==> src/design/uvd_pkg.sv <==
// Shared types, codes and a helper function of the UTF-8 style varint decoder.
package uvd_pkg;

  // Number of continuation lanes: one for each window byte after the lead.
  localparam int unsigned NumLanes = 8;

  // Target width codes.
  localparam logic [1:0] WIDTH_16     = 2'd0;
  localparam logic [1:0] WIDTH_32     = 2'd1;
  localparam logic [1:0] WIDTH_64     = 2'd2;
  localparam logic [1:0] WIDTH_UNUSED = 2'd3;

  // Lead byte forms.
  localparam logic [7:0] RAW_LEAD  = 8'hFF;
  localparam logic [7:0] CONT_MIN  = 8'h80;
  localparam logic [7:0] MULTI_MIN = 8'hC0;

  // Result status codes.
  typedef enum logic [1:0] {
    StOk    = 2'd0,
    StShort = 2'd1,
    StBad   = 2'd2
  } status_e;

  // What one lane finds in its byte.
  typedef struct packed {
    logic       cont_ok;
    logic [5:0] payload;
    logic [7:0] raw;
  } lane_t;

  // Registered item after the lane stage.
  typedef struct packed {
    logic [1:0]                 value_width;
    logic [3:0]                 bytes_available;
    logic [7:0]                 lead;
    lane_t [NumLanes-1:0]       lanes;
  } stage_t;

  // One decoded result.
  typedef struct packed {
    logic [63:0] value;
    logic [3:0]  consumed;
    status_e     status;
  } result_t;

  // Sequence length from the count of leading ones of a multi-byte lead.
  function automatic logic [2:0] lead_length(input logic [7:0] lead);
    logic [2:0] len;
    len = 3'd0;
    casez (lead)
      8'b110?????: len = 3'd2;
      8'b1110????: len = 3'd3;
      8'b11110???: len = 3'd4;
      8'b111110??: len = 3'd5;
      8'b1111110?: len = 3'd6;
      8'b11111110: len = 3'd7;
      default:     len = 3'd0;
    endcase
    return len;
  endfunction

endpackage

==> src/design/uvd_if.sv <==
// Valid/ready channel interfaces for decoder items and results.
interface uvd_in_if;
  logic       valid;
  logic       ready;
  logic [1:0] value_width;
  logic [3:0] bytes_available;
  logic [7:0] byte0;
  logic [7:0] byte1;
  logic [7:0] byte2;
  logic [7:0] byte3;
  logic [7:0] byte4;
  logic [7:0] byte5;
  logic [7:0] byte6;
  logic [7:0] byte7;
  logic [7:0] byte8;

  modport source (
    output valid, value_width, bytes_available,
    output byte0, byte1, byte2, byte3, byte4, byte5, byte6, byte7, byte8,
    input  ready
  );
  modport sink (
    input  valid, value_width, bytes_available,
    input  byte0, byte1, byte2, byte3, byte4, byte5, byte6, byte7, byte8,
    output ready
  );
endinterface

interface uvd_out_if;
  logic        valid;
  logic        ready;
  logic [63:0] decoded_value;
  logic [3:0]  bytes_consumed;
  logic [1:0]  decode_status;

  modport source (
    output valid, decoded_value, bytes_consumed, decode_status,
    input  ready
  );
  modport sink (
    input  valid, decoded_value, bytes_consumed, decode_status,
    output ready
  );
endinterface

==> src/design/uvd_lane.sv <==
// One continuation lane: checks the 10xxxxxx form and extracts six payload bits.
module uvd_lane (
  input  logic [7:0]    byte_i,
  output uvd_pkg::lane_t lane_o
);

  // The top two bits mark a continuation byte; the rest is payload.
  always_comb begin
    lane_o.cont_ok = (byte_i[7:6] == 2'b10);
    lane_o.payload = byte_i[5:0];
    lane_o.raw     = byte_i;
  end

endmodule

==> src/design/uvd_merge.sv <==
// Merge stage: combines the lead decode with the lane findings into one result.
module uvd_merge (
  input  uvd_pkg::stage_t  stage_i,
  output uvd_pkg::result_t result_o
);

  logic [2:0]  len;
  logic [2:0]  max_len;
  logic [3:0]  raw_len;
  logic        cont_bad;
  logic [63:0] multi_value;
  logic [63:0] raw_value;
  logic [7:0]  lead;
  uvd_pkg::lane_t [uvd_pkg::NumLanes-1:0] ln;

  assign lead = stage_i.lead;
  assign ln   = stage_i.lanes;
  assign len  = uvd_pkg::lead_length(lead);

  // Width limits for the UTF-8 style form and for the raw escape.
  always_comb begin
    unique case (stage_i.value_width)
      uvd_pkg::WIDTH_16: begin
        max_len = 3'd2;
        raw_len = 4'd3;
      end
      uvd_pkg::WIDTH_32: begin
        max_len = 3'd4;
        raw_len = 4'd5;
      end
      default: begin
        max_len = 3'd7;
        raw_len = 4'd9;
      end
    endcase
  end

  // Any continuation byte inside the sequence that is malformed.
  always_comb begin
    cont_bad = 1'b0;
    for (int unsigned i = 0; i < 6; i++) begin
      if ((3'(i + 1) < len) && !ln[i].cont_ok) begin
        cont_bad = 1'b1;
      end
    end
  end

  // Assemble the lead bits and six bits from each continuation lane.
  always_comb begin
    case (len)
      3'd2: multi_value = 64'({lead[4:0], ln[0].payload});
      3'd3: multi_value = 64'({lead[3:0], ln[0].payload, ln[1].payload});
      3'd4: multi_value = 64'({lead[2:0], ln[0].payload, ln[1].payload,
                               ln[2].payload});
      3'd5: multi_value = 64'({lead[1:0], ln[0].payload, ln[1].payload,
                               ln[2].payload, ln[3].payload});
      3'd6: multi_value = 64'({lead[0], ln[0].payload, ln[1].payload,
                               ln[2].payload, ln[3].payload, ln[4].payload});
      3'd7: multi_value = 64'({ln[0].payload, ln[1].payload, ln[2].payload,
                               ln[3].payload, ln[4].payload, ln[5].payload});
      default: multi_value = 64'd0;
    endcase
  end

  // Raw big-endian escape value.
  always_comb begin
    unique case (stage_i.value_width)
      uvd_pkg::WIDTH_16: raw_value = 64'({ln[0].raw, ln[1].raw});
      uvd_pkg::WIDTH_32: raw_value = 64'({ln[0].raw, ln[1].raw, ln[2].raw, ln[3].raw});
      default: raw_value = {ln[0].raw, ln[1].raw, ln[2].raw, ln[3].raw,
                            ln[4].raw, ln[5].raw, ln[6].raw, ln[7].raw};
    endcase
  end

  // Status priority: empty window, bad width, lead form, length, continuation.
  always_comb begin
    result_o.value    = 64'd0;
    result_o.consumed = 4'd0;
    result_o.status   = uvd_pkg::StOk;
    if (stage_i.bytes_available == 4'd0) begin
      result_o.status = uvd_pkg::StShort;
    end else if (stage_i.value_width == uvd_pkg::WIDTH_UNUSED) begin
      result_o.status = uvd_pkg::StBad;
    end else if (lead < uvd_pkg::CONT_MIN) begin
      result_o.value    = 64'(lead);
      result_o.consumed = 4'd1;
    end else if (lead < uvd_pkg::MULTI_MIN) begin
      result_o.status = uvd_pkg::StBad;
    end else if (lead == uvd_pkg::RAW_LEAD) begin
      if (stage_i.bytes_available < raw_len) begin
        result_o.status = uvd_pkg::StShort;
      end else begin
        result_o.value    = raw_value;
        result_o.consumed = raw_len;
      end
    end else if (len > max_len) begin
      result_o.status = uvd_pkg::StBad;
    end else if (stage_i.bytes_available < 4'(len)) begin
      result_o.status = uvd_pkg::StShort;
    end else if (cont_bad) begin
      result_o.status = uvd_pkg::StBad;
    end else begin
      result_o.value    = multi_value;
      result_o.consumed = 4'(len);
    end
  end

endmodule

==> src/design/utf8_style_varint_decoder_unit.sv <==
// Top level of the UTF-8 style varint decoder: lane stage, merge stage, output register.
// Latency: two register stages; an accepted item is held in the lane register and its
// result enters the output register, which offers it, once that slot is free or taken.
// Throughput: one item per cycle unless the output stalls; the lane register and the
// output register form a two-deep pipeline, advancing when the output is free or taken.
// Reset (rst_ni, asynchronous, active low) empties both pipeline stages.
module utf8_style_varint_decoder_unit (
  input  logic      clk_i,
  input  logic      rst_ni,
  uvd_in_if.sink    in_i,
  uvd_out_if.source out_o
);

  logic [7:0] win [uvd_pkg::NumLanes];
  uvd_pkg::lane_t [uvd_pkg::NumLanes-1:0] lanes;
  uvd_pkg::stage_t  stage_d, stage_q;
  uvd_pkg::result_t result_d, result_q;
  logic stage_valid_q;
  logic out_valid_q;
  logic out_adv;

  // Continuation bytes of the window, one per lane.
  assign win[0] = in_i.byte1;
  assign win[1] = in_i.byte2;
  assign win[2] = in_i.byte3;
  assign win[3] = in_i.byte4;
  assign win[4] = in_i.byte5;
  assign win[5] = in_i.byte6;
  assign win[6] = in_i.byte7;
  assign win[7] = in_i.byte8;

  for (genvar g = 0; g < uvd_pkg::NumLanes; g++) begin : gen_lane
    uvd_lane u_lane (
      .byte_i (win[g]),
      .lane_o (lanes[g])
    );
  end

  always_comb begin
    stage_d.value_width     = in_i.value_width;
    stage_d.bytes_available = in_i.bytes_available;
    stage_d.lead            = in_i.byte0;
    stage_d.lanes           = lanes;
  end

  // Pipeline flow control.
  assign out_adv    = !out_valid_q || out_o.ready;
  assign in_i.ready = !stage_valid_q || out_adv;

  // Lane stage register.
  always_ff @(posedge clk_i or negedge rst_ni) begin
    if (!rst_ni) begin
      stage_valid_q <= 1'b0;
    end else if (in_i.ready) begin
      stage_valid_q <= in_i.valid;
    end
  end

  always_ff @(posedge clk_i) begin
    if (in_i.ready && in_i.valid) begin
      stage_q <= stage_d;
    end
  end

  uvd_merge u_merge (
    .stage_i  (stage_q),
    .result_o (result_d)
  );

  // Output register.
  always_ff @(posedge clk_i or negedge rst_ni) begin
    if (!rst_ni) begin
      out_valid_q <= 1'b0;
    end else if (out_adv) begin
      out_valid_q <= stage_valid_q;
    end
  end

  always_ff @(posedge clk_i) begin
    if (out_adv && stage_valid_q) begin
      result_q <= result_d;
    end
  end

  assign out_o.valid          = out_valid_q;
  assign out_o.decoded_value  = result_q.value;
  assign out_o.bytes_consumed = result_q.consumed;
  assign out_o.decode_status  = result_q.status;

endmodule
==> src/flat_wrapper.sv <==
// flat-port wrapper written by rule: the top's interface ports become plain ports
module utf8_style_varint_decoder_unit_flat 
  (clk_i, rst_ni, in_i_valid, in_i_value_width, in_i_bytes_available, in_i_byte0, in_i_byte1, in_i_byte2, in_i_byte3, in_i_byte4, in_i_byte5, in_i_byte6, in_i_byte7, in_i_byte8, in_i_ready, out_o_valid, out_o_decoded_value, out_o_bytes_consumed, out_o_decode_status, out_o_ready);
  uvd_in_if in_i_i ();
  uvd_out_if out_o_i ();
  input  logic clk_i;
  input  logic rst_ni;
  input wire logic [$bits(in_i_i.valid)-1:0] in_i_valid;
  input wire logic [$bits(in_i_i.value_width)-1:0] in_i_value_width;
  input wire logic [$bits(in_i_i.bytes_available)-1:0] in_i_bytes_available;
  input wire logic [$bits(in_i_i.byte0)-1:0] in_i_byte0;
  input wire logic [$bits(in_i_i.byte1)-1:0] in_i_byte1;
  input wire logic [$bits(in_i_i.byte2)-1:0] in_i_byte2;
  input wire logic [$bits(in_i_i.byte3)-1:0] in_i_byte3;
  input wire logic [$bits(in_i_i.byte4)-1:0] in_i_byte4;
  input wire logic [$bits(in_i_i.byte5)-1:0] in_i_byte5;
  input wire logic [$bits(in_i_i.byte6)-1:0] in_i_byte6;
  input wire logic [$bits(in_i_i.byte7)-1:0] in_i_byte7;
  input wire logic [$bits(in_i_i.byte8)-1:0] in_i_byte8;
  output wire logic [$bits(in_i_i.ready)-1:0] in_i_ready;
  output wire logic [$bits(out_o_i.valid)-1:0] out_o_valid;
  output wire logic [$bits(out_o_i.decoded_value)-1:0] out_o_decoded_value;
  output wire logic [$bits(out_o_i.bytes_consumed)-1:0] out_o_bytes_consumed;
  output wire logic [$bits(out_o_i.decode_status)-1:0] out_o_decode_status;
  input wire logic [$bits(out_o_i.ready)-1:0] out_o_ready;
  assign in_i_i.valid = in_i_valid;
  assign in_i_i.value_width = in_i_value_width;
  assign in_i_i.bytes_available = in_i_bytes_available;
  assign in_i_i.byte0 = in_i_byte0;
  assign in_i_i.byte1 = in_i_byte1;
  assign in_i_i.byte2 = in_i_byte2;
  assign in_i_i.byte3 = in_i_byte3;
  assign in_i_i.byte4 = in_i_byte4;
  assign in_i_i.byte5 = in_i_byte5;
  assign in_i_i.byte6 = in_i_byte6;
  assign in_i_i.byte7 = in_i_byte7;
  assign in_i_i.byte8 = in_i_byte8;
  assign in_i_ready = in_i_i.ready;
  assign out_o_valid = out_o_i.valid;
  assign out_o_decoded_value = out_o_i.decoded_value;
  assign out_o_bytes_consumed = out_o_i.bytes_consumed;
  assign out_o_decode_status = out_o_i.decode_status;
  assign out_o_i.ready = out_o_ready;
  utf8_style_varint_decoder_unit u_core (.clk_i(clk_i), .rst_ni(rst_ni), .in_i(in_i_i), .out_o(out_o_i));
endmodule
==> config.mk <==
export PLATFORM = sky130hd
export DESIGN_NAME = utf8_style_varint_decoder_unit_flat
export DESIGN_NICKNAME = d
export VERILOG_FILES = /design/src/design/uvd_pkg.sv /design/src/design/uvd_if.sv /design/src/design/uvd_lane.sv /design/src/design/uvd_merge.sv /design/src/design/utf8_style_varint_decoder_unit.sv /design/src/flat_wrapper.sv
export SDC_FILE = /design/constraint.sdc
export NUM_CORES = 1
export LEC_CHECK = 0
export BUFFER_PORTS_ARGS = -buffer_cell sky130_fd_sc_hd__buf_2
export CORE_ASPECT_RATIO = 2
export CORE_UTILIZATION = 45
export CTS_CLUSTER_SIZE = 28
export DETAILED_ROUTE_END_ITERATION = 6
export PLACE_DENSITY = 0.67
export SYNTH_ARGS = -nofsm -noshare
export SYNTH_HDL_FRONTEND = slang
export SYNTH_SLANG_ARGS = --single-unit
==> constraint.sdc <==
create_clock -name clk_i -period 4.1 [get_ports clk_i]
set_clock_uncertainty 0.05 [all_clocks]
set_input_delay 0 -clock clk_i [delete_from_list [all_inputs] [get_ports clk_i]]
set_output_delay 0 -clock clk_i [all_outputs]
set_load 0.02 [all_outputs]
# ---- Yosys cells after proc, flatten, opt, wreduce, memory -nomap -nowiden
# Cells that the tools add are included.
dict set report totals {
  output_inout_bits 72
  ramBits 0
  n_memories 0
  latchBits 0
  ff_bits 192
  mem_bits_ro 0
  inputBits 82
}
dict set report op_classes {
  eq_ne 21
  shift 0
  bitwise_logic 0
  n_mul 0
  n_lt_le_gt_ge 11
  add_sub_neg 0
  mux 25
  reduce_logical 22
  div 0
}
# cell count
set op_table {}
lappend op_table {{$mux 68} 4}
lappend op_table {{$pmux 36 s6} 1}
lappend op_table {{$pmux 64 s2} 1}
lappend op_table {{$mux 70} 1}
lappend op_table {{$mux 12} 2}
lappend op_table {{$pmux 3 s6} 1}
lappend op_table {{$eq 8x8->1 const B} 2}
lappend op_table {{$lt 8x8->1 const B} 2}
lappend op_table {{$eq 3x3->1 const B} 5}
lappend op_table {{$eq 2x2->1 const B} 7}
lappend op_table {{$mux 2} 6}
lappend op_table {{$lt 3x3->1 const A} 3}
lappend op_table {{$logic_and 1x1->1} 8}
lappend op_table {{$logic_not 1->1} 8}
lappend op_table {{$pmux 4 s2} 1}
lappend op_table {{$eq 7x7->1 const B} 1}
lappend op_table {{$mux 1} 7}
lappend op_table {{$eq 3x2->1 const B} 2}
lappend op_table {{$eq 6x6->1 const B} 1}
lappend op_table {{$lt 2x3->1 const A} 2}
lappend op_table {{$pmux 3 s2} 1}
lappend op_table {{$eq 5x5->1 const B} 1}
lappend op_table {{$eq 4x4->1 const B} 1}
lappend op_table {{$logic_not 4->1} 1}
lappend op_table {{other kinds (9)} 10}

# ---- Depth between registers and ports, before layout
# Gate-level depths: netlist of run 1.
dict set report logic_depth {
  word_depth 17
  mapped_depth 13
}

# ---- Cells and area by module
# A second synthesis of run 1 with hierarchy kept.
dict set report hier_totals {
  cells_unflattened 747
  area_unflattened_um2 9719.3
}
# mod cells_per_inst seq_area_each_um2 n_inst area_per_inst_um2
set modules_own_cells {}
lappend modules_own_cells {utf8_style_varint_decoder_unit 212 6175.9 1 6229.7}
lappend modules_own_cells {uvd_merge 415 0.0 1 2538.7}
lappend modules_own_cells {uvd_lane 15 0.0 8 118.9}

# ---- Worst setup path before layout of run 1
# No wires, ideal clock.
dict set report synth_timing {
  kind {register to register}
  startpoint {reg u_core.out_valid_q, in the netlist u_core.out_o.valid}
  endpoint {reg u_core.stage_q[0] in the netlist's numbering, enable pin}
  setup_ps 451
  period_less_slack_ps 3239
  path_slack_ps 861
  stages_incl_launch_ff 3
  path_buffers 0
  t_arrival_ps 2737
  cell_sequence {dfrtp_1 nand3b_1 and2_1}
}
dict set report synth_via {
  elab_chain_len 4
}
# element line
set synth_rtl {}
lappend synth_rtl {{from (decl)} utf8_style_varint_decoder_unit.sv:19} ;# logic out_valid_q;
lappend synth_rtl {{from (signal assigned)} utf8_style_varint_decoder_unit.sv:75} ;# out_valid_q <= stage_valid_q;
lappend synth_rtl {{$logic_not 1->1} utf8_style_varint_decoder_unit.sv:47} ;# assign out_adv = !out_valid_q || out_o.ready;
lappend synth_rtl {{$logic_or 1x1->1} utf8_style_varint_decoder_unit.sv:47}
lappend synth_rtl {{$logic_or 1x1->1} utf8_style_varint_decoder_unit.sv:48} ;# assign in_i.ready = !stage_valid_q || out_adv;
lappend synth_rtl {{net in_i_ready} flat_wrapper.sv:20} ;# output wire logic [$bits(in_i_i.ready)-1:0] in_i_ready;
lappend synth_rtl {{$logic_and 1x1->1} utf8_style_varint_decoder_unit.sv:60} ;# if (in_i.ready && in_i.valid) begin
lappend synth_rtl {{to (signal assigned)} utf8_style_varint_decoder_unit.sv:61} ;# stage_q <= stage_d;
lappend synth_rtl {{to (decl)} utf8_style_varint_decoder_unit.sv:16} ;# uvd_pkg::stage_t stage_d, stage_q;
# The timed path passes the listed nets, and every way through them passes these cells.
# A chain may end at the register's enable or synchronous reset.

# ---- Worst setup path after layout of run 1
dict set report layout_timing {
  startpoint {reg u_core.stage_q[123] in the netlist's numbering}
  endpoint {reg u_core.result_q, in the netlist u_core.out_o.decoded_value[17] (data pin)}
}
dict set report layout_via {
  elab_chain_len 14
}
# element line
set layout_rtl {}
lappend layout_rtl {{$eq 8x8->1 (tied with other cells)} uvd_pkg.sv:51} ;# casez (lead)
lappend layout_rtl {{$pmux 3 s6} uvd_pkg.sv:51}
lappend layout_rtl {{$lt 1x3->1} uvd_merge.sv:42} ;# if ((3'(i + 1) < len) && !ln[i].cont_ok) begin
lappend layout_rtl {{$logic_and 1x1->1} uvd_merge.sv:42}
lappend layout_rtl {{$mux 1 (6 in a row)} uvd_merge.sv:42}
lappend layout_rtl {{$mux 68} uvd_merge.sv:100} ;# end else if (cont_bad) begin
lappend layout_rtl {{$mux 68} uvd_merge.sv:98} ;# end else if (stage_i.bytes_available < 4'(len)) begin
lappend layout_rtl {{$mux 68} uvd_merge.sv:96} ;# end else if (len > max_len) begin
lappend layout_rtl {{$mux 70} uvd_merge.sv:89} ;# end else if (lead == uvd_pkg::RAW_LEAD) begin
lappend layout_rtl {{to (signal assigned)} utf8_style_varint_decoder_unit.sv:81} ;# result_q <= result_d;
lappend layout_rtl {{to (decl)} utf8_style_varint_decoder_unit.sv:17} ;# uvd_pkg::result_t result_d, result_q;
# Parallel ways exist; a longest one is shown, timed or not.

==> results by group, run 1 <==
Outcome
  – Status: finished clean

Logic synthesis
  – Synthesized flop and latch total: 156
  – Mapped Cells: around 600
  – Post-synth cell types: 65
  – Cell area after synthesis: 7690 um^2
  – Net Count, Synth: 689
  – Synth async-reset ratio: 0.0128
  – Most used DFF post-synth: edfxtp_1
  – Synth warn: 0
  – Top cell type's share of synthesized area: 0.601
  – Seq/Total Area, Yosys: 0.608
  – Syn_area_per_cell: between 10 and 15 um^2
  – Largest area contributor in the netlist: edfxtp_1
  – Synth top area cells: edfxtp_1 (60%), nand2_1 (2.8%), and2_1 (2.6%), o41ai_2 (2.5%), mux2i_1 (2.1%)
  – Post-synth EDFFs: 154

Critical path
  – Critical-path maximum fanout: 22
  – CP Cell Sequence: nand4b_1 > nor2_1 > a211oi_1 > inv_1 > ha_1 > a211oi_1 > o21a_1 > nand2_2 > o41ai_1
  – Critical Path AT: 3800 ps
  – Reg-to-reg endpoint: u_core.out_o.decoded_value[17]
  – Critical Path Source Type: flop
  – Top cell family by delay on the critical path: compound AO/OA/AOI/OAI gates
  – Worst setup path class: reg -> reg
  – Critical path's slowest cell: edfxtp_1
  – Crit path top cell by count: a211oi_1
  – Critical path's largest stage delay: 610 ps
  – Worst r2r src: u_core.stage_q[123]
  – FF-to-FF setup slack: 500 ps
  – FF-to-FF path depth: 9
  – CP Buf/Inv Count: 1
  – Crit. End Element: flop
  – Worst Path Required: 4290 ps

Hold path
  – Min-delay worst type: in -> reg
  – Hold Startpoint: in_i_byte8[2]
  – Hold path cells: 2
  – Hold Path End: u_core.stage_q[107]

Detailed routing
  – Starting DRT DRC Count: about 540
  – Wire per inst: 23.4 um
  – Drt total wl: 24100 um
  – Routed Antenna Nets: 0
  – Via count: 6112
  – Drt via density: 5.92
  – DR pass1 iterations: 6
  – DRC: 0

Clocking
  – Post-CTS Resized: 0
  – Clock tree buffer depth: 2
  – Reg clk slew, reported paths: 70 ps
  – Clk root buf: clkbuf_16
  – Worst-Skew Late Latency: 440 ps
  – TritonCTS clock tree: done
  – Post-CTS setup buffers: 0
  – CTS sink cnt: 156
  – Total CTS buffers: 17
  – CTS Hold Bufs: 83
  – H-tree depth: 4

Timing
  – Period Utilization, post-route: 0.879
  – Tmin final: approximately 3600 ps
  – Fin Setup TNS: 0 ps
  – # setup viols final: 0
  – Worst Tran Pin Value: 1090 ps
  – Hold Fails Final Rpt: 0
  – Max Fclk: 0.277 GHz
  – Max_slew headroom: 0.270
  – RSZ-0062 raised after global routing: false
  – Pins Over Slew Limit: 0
  – Worst Slack Setup Final: 496 ps

Power and ir drop
  – Power per cell area: 405 nW/um^2
  – P_leak: 0.00381 uW
  – Max VDD drop: 0.000308 V

Final layout
  – Layout cells sized above 1: 0.280
  – Cell Count, Final, Fillers Out: 1033
  – Fillcell total: 1390
  – Nets@finish: between 900 and 1k
  – Area Overhead vs Synth: 29.2%
  – # diodes: 0

GRT
  – First-pass GRT wire length: 35800 um
  – Vias in the first global route: a little over 6k
  – GRT Residual Overflow: 0
  – Initial antenna violation count: 0
  – Gr usage total: 0.286
  – Largest net degree at the start of global routing: 64

Placed design
  – Worst slack at placement: between 500 and 600 ps
  – DP Wirelength: 16500 um
  – RD Place Congestion: 0.930
  – IO Port Bufs: 153
  – Placed cells: 918

Floorplan
  – Core Rows: 67
  – Core footprint: 16800 um^2
  – Die Area: between 15000 and 20000 um^2
  – IO Pins: 154
  – Die height: between 150 and 200 um
  – Initial Utilization: 0.459
  – DIE WIDTH: ~94 um

Run
  – Number of max-cap violations: 0
how the worst max path moves through the flow:
stage,start,end,cells after the start
after CTS,u_core.stage_q[123],u_core.out_o.decoded_value[17],9
after floorplan,u_core.out_o.valid,u_core.stage_q[0],2
final,u_core.stage_q[123],u_core.out_o.decoded_value[17],9
after global routing,u_core.stage_q[123],u_core.out_o.decoded_value[17],9
after global placement,u_core.stage_q[123],u_core.out_o.decoded_value[17],9
after detailed placement,u_core.stage_q[123],u_core.out_o.decoded_value[17],9
final cells by class:
class,count,area (um^2),share of cell area
sequential,156,4670,0.470
multi-input combinational,377,2680,0.270
timing repair buffer,250,1700,0.171
clock buffer,17,425,0.0428
tap,207,259,0.0261
clock inverter,15,151,0.0152
inverter,11,41.3,0.00416
synthesized netlist by cell type (all sizes together) (3+ instances only):
cell	number
inv	11
a21boi	3
buf	32
nor2b	22
a222oi	14
nand4	7
ha	8
o211a	6
a211oi	5
o31ai	7
nand2b	7
nand3	10
nand3b	3
o41ai	15
nor3	6
clkbuf	23
o32ai	12
and2	33
a221oi	4
edfxtp	154
nor2	22
a22o	14
nand2	60
and3	8
a21oi	30
mux2i	16
a22oi	15
o21ai	26
cells by family after synthesis:
family,share of synthesized area
and+or+nand+nor,0.136
AOI/OAI and AO/OA,0.179
DFF,0.608
buffers and inverters,0.0434
muxes,0.0208
adders and majority gates,0.0130
per-layer routing:
| metal | part of all wire | wire length [um] | track usage | vias up |
|---|---|---|---|---|
| met5 | 0 | 0 | 0 | - |
| met4 | 0.055 | 1340 | 0.172 | 0 |
| met3 | 0.050 | 1200 | 0.0565 | 77 |
| met2 | 0.57 | 13700 | 0.526 | 290 |
| met1 | 0.33 | 7850 | 0.285 | 2994 |
| li1 | - | - | - | 2751 |
sequential cells by signal, indices dropped and copies added (netlist names):
register                     cells
u_core.stage_valid_q             1
u_core.stage_q                  84
u_core.out_o.valid               1
u_core.out_o.decode_status       2
u_core.out_o.bytes_consumed      4
u_core.out_o.decoded_value      64
power by group:
| part | leakage, uW | internal [uW] | switching (uW) |
|---|---|---|---|
| Combinational | 0.00200 | 195 | 305 |
| Clock | 0.000274 | 854 | 703 |
| Sequential | 0.00154 | 1880 | 92.5 |
| Total | 0.00381 | 2920 | 1100 |
stage by stage:
| stage | hold slack (ps) | cell area [um^2] | util | total power (uW) |
|---|---|---|---|---|
| final | 213 | 9940 | 0.593 | 4020 |
| after CTS | 198 | 9940 | 0.593 | 4040 |
| after global placement | -265 | 8530 | 0.509 | 2420 |
| after floorplan | -346 | 7690 | - | 2250 |
| after global routing | 203 | 9940 | 0.593 | 4150 |
| after detailed placement | -262 | 8530 | 0.509 | 2430 |
cells in the final DEF, fill, tap and decap left out, drive strengths merged, types with 15 or more instances in the layout:
cell type,n
dlygate4sd3,83
inv,18
nor2b,22
clkbuf,17
edfxtp,154
mux2i,16
o41ai,15
nand2,60
and2,33
a21oi,30
buf,167
o21ai,26
a22oi,15
nor2,22
No activity file was read; power rests on OpenSTA's default activity.
==> run 2: changes to the inputs <==
--- a/config.mk
+++ b/config.mk
@@ -5,12 +5,13 @@
 export SDC_FILE = /design/constraint.sdc
 export NUM_CORES = 1
 export LEC_CHECK = 0
+export ABC_AREA = 1
 export BUFFER_PORTS_ARGS = -buffer_cell sky130_fd_sc_hd__buf_2
 export CORE_ASPECT_RATIO = 2
 export CORE_UTILIZATION = 45
 export CTS_CLUSTER_SIZE = 28
 export DETAILED_ROUTE_END_ITERATION = 6
-export PLACE_DENSITY = 0.67
+export PLACE_DENSITY = 0.68
 export SYNTH_ARGS = -nofsm -noshare
 export SYNTH_HDL_FRONTEND = slang
 export SYNTH_SLANG_ARGS = --single-unit
==> run 2 against run 1 <==
Net effect: largest cell class unchanged; non-clock buffer count rose by 8; cell area down 2.9%; setup slack better by 190 ps; final cell count rose by 8.2%; hold slack better by 21 ps; first-iteration DRC count grew 15%; clock power decreased by 5%; sequential share of layout area rose by 1.4 points; via count grew 3.0%.
==> results by group, run 2 <==
Floorplan
  – Die height: between 150 and 200 um
  – Die Area: 16500 um^2
  – Core footprint: 15700 um^2
  – DIE WIDTH: about 90 um
  – Core Rows: between 60 and 70
  – IO Pins: 154
  – Initial Utilization: 0.457

Critical path
  – Crit. End Element: flop
  – Critical Path Source Type: flop
  – Worst Path Required: 4310 ps
  – FF-to-FF setup slack: 680 ps
  – Critical-path maximum fanout: 28
  – Worst setup path class: reg -> reg
  – Critical Path AT: 3630 ps

GRT
  – Initial antenna violation count: 1
  – Met2 global-route usage: 0.510
  – M3 GR Usage: 0.0506
  – First-pass GRT wire length: 36600 um
  – Gr usage total: 0.303
  – Largest net degree at the start of global routing: 71
  – GRT Residual Overflow: 0
  – Vias in the first global route: about 6.5k
  – Top Usage Layer GRT: met2
  – M1 GR Usage: 0.350

Timing
  – Max_slew headroom: 0.397
  – Period Utilization, post-route: 0.833
  – Pins Over Slew Limit: 0
  – # setup viols final: 0
  – Max Fclk: 0.293 GHz
  – Hold Fails Final Rpt: 0
  – Worst Tran Pin Value: around 900 ps
  – Tmin final: 3420 ps
  – RSZ-0062 raised after global routing: false
  – Fin Setup TNS: 0 ps

Detailed routing
  – Via count: 6294
  – DR pass1 iterations: 6
  – Routed Antenna Nets: 0
  – Starting DRT DRC Count: between 600 and 700
  – Drt total wl: 24000 um
  – Wire per inst: ~21 um
  – Drt via density: 5.63
  – DRC: 0

Final layout
  – Area Overhead vs Synth: 34.4%
  – Max reg flops: 84
  – Most common cell after layout, fill and taps aside: edfxtp_1
  – Most frequent cells in the layout: edfxtp_1 (154), buf_2 (153), nand2_1 (112), dlygate4sd3_1 (84), inv_1 (81)
  – Nets@finish: 993
  – Register bank with the most flops: u_core.stage_q
  – Final instance area: roughly 9600 um^2
  – Layout cells sized above 1: 0.245

Logic synthesis
  – Largest area contributor in the netlist: edfxtp_1
  – Synth top area cells: edfxtp_1 (64%), nand2_1 (5.9%), o22ai_1 (4.5%), inv_1 (4.3%), a21oi_1 (2.6%)
  – Syn_area_per_cell: 11.0 um^2
  – Top cell type's share of synthesized area: 0.644
  – Synth warn: 0
  – Mapped Cells: 654
  – Seq/Total Area, Yosys: 0.651
  – Post-synth EDFFs: roughly 150
  – Synth cell count leaders: edfxtp_1 (154), nand2_1 (112), inv_1 (82), o22ai_1 (52), a21oi_1 (37)
  – Synthesized flop and latch total: 156
  – Synth async-reset ratio: 0.0128
  – Net Count, Synth: roughly 740
  – Most frequent cell after synthesis: edfxtp_1
  – Cell area after synthesis: a little over 7000 um^2
  – Post-synth cell types: 37
  – Most used DFF post-synth: edfxtp_1

Clocking
  – Clock tree buffer depth: 2
  – H-tree depth: 4
  – Total CTS buffers: 17
  – Reg clk slew, reported paths: 60 ps
  – TritonCTS clock tree: done
  – Worst-Skew Late Latency: 420 ps
  – CTS sink cnt: 156
  – Clk root buf: clkbuf_16
  – Post-CTS setup buffers: 0

Outcome
  – Status: finished clean

Power and ir drop
  – Max VDD drop: ~0.00028 V
  – Power per cell area: 419 nW/um^2
  – P_leak: 0.00393 uW

Placed design
  – DP Wirelength: 16500 um
  – IO Port Bufs: 153
  – RD Place Congestion: around 1
  – Placed Area: 8250 um^2

Run
  – Number of max-cap violations: 0

Hold path
  – Min-delay worst type: in -> reg
[run 2: worst paths after layout]
kind	startpoint	to	depth (start not counted)
max in group asynchronous	rst_ni	u_core.stage_valid_q	3
min reg2reg	u_core.stage_valid_q	u_core.out_o.valid	2
max	u_core.stage_q[124]	u_core.out_o.decoded_value[22]	17
max reg2reg	u_core.stage_q[124]	u_core.out_o.decoded_value[22]	17
min	in_i_byte5[5]	u_core.stage_q[65]	2
min in group asynchronous	rst_ni	u_core.out_o.valid	3
[run 2: cell type report]
| cell class | instances | area, um^2 |
|---|---|---|
| fill | 1279 | 6050 |
| sequential | 156 | 4670 |
| multi-input combinational | 384 | 2070 |
| timing repair buffer | 258 | 1780 |
| clock buffer | 20 | 437 |
| inverter | 86 | 324 |
| tap | 201 | 251 |
| clock inverter | 12 | 116 |
| antenna | 1 | 2.50 |
[run 2: cell families (layout without fill, tap and decap cells)]
group | count (synthesis) | count (layout) | share of synthesized area
and+or+nand+nor | 212 | 212 | 0.133
AOI/OAI and AO/OA | 164 | 164 | 0.139
DFF | 156 | 156 | 0.651
buffers and inverters | 114 | 376 | 0.0622
adders and majority gates | 8 | 8 | 0.0139
other | 0 | 1 | 0
[run 2: critical path, cell delays in order (launching register included)]
cell	delay, ps
edfxtp_1	470
nand2_1	200
nor2_4	80
nand2_2	110
nand2_1	80
nor2_1	230
inv_1	100
ha_1	310
a21oi_1	170
nor2_1	50
o21ai_0	260
nand2_1	170
nor2_2	160
nand2_2	90
nor2_4	130
buf_12	190
o21ai_0	200
a31oi_1	190
[run 2: per-stage QoR]
stage | setup WS (ps) | power [uW] | util | hold slack (ps) | std cells
2_1_floorplan | 1120 | 2290 | - | -346 | 654
3_3_place_gp | 803 | 2520 | 0.526 | -264 | 1001
3_5_place_dp | 752 | 2520 | 0.526 | -261 | 1001
4_1_cts | 732 | 4050 | 0.615 | 220 | 1117
5_1_grt | 465 | 4170 | 0.615 | 222 | 1118
6_report | 685 | 4040 | 0.615 | 234 | 1118
[run 2: where the power goes]
group | internal [uW] | switching [uW] | total (uW)
Clock | 841 | 640 | 1480
Sequential | 1910 | 55.7 | 1970
Combinational | 198 | 393 | 591
[run 2: what timing repair did]
action	CTS	global route
hold buffers	84	0
hold endpoints to repair	98	0
gates resized for setup	0	0
[run 2: per-layer routing]
layer | vias to the layer above | wire length (um)
met5 | - | 0
li1 | 2865 | -
met1 | 2950 | 8880
met4 | 0 | 1570
met3 | 92 | 1560
met2 | 387 | 12000
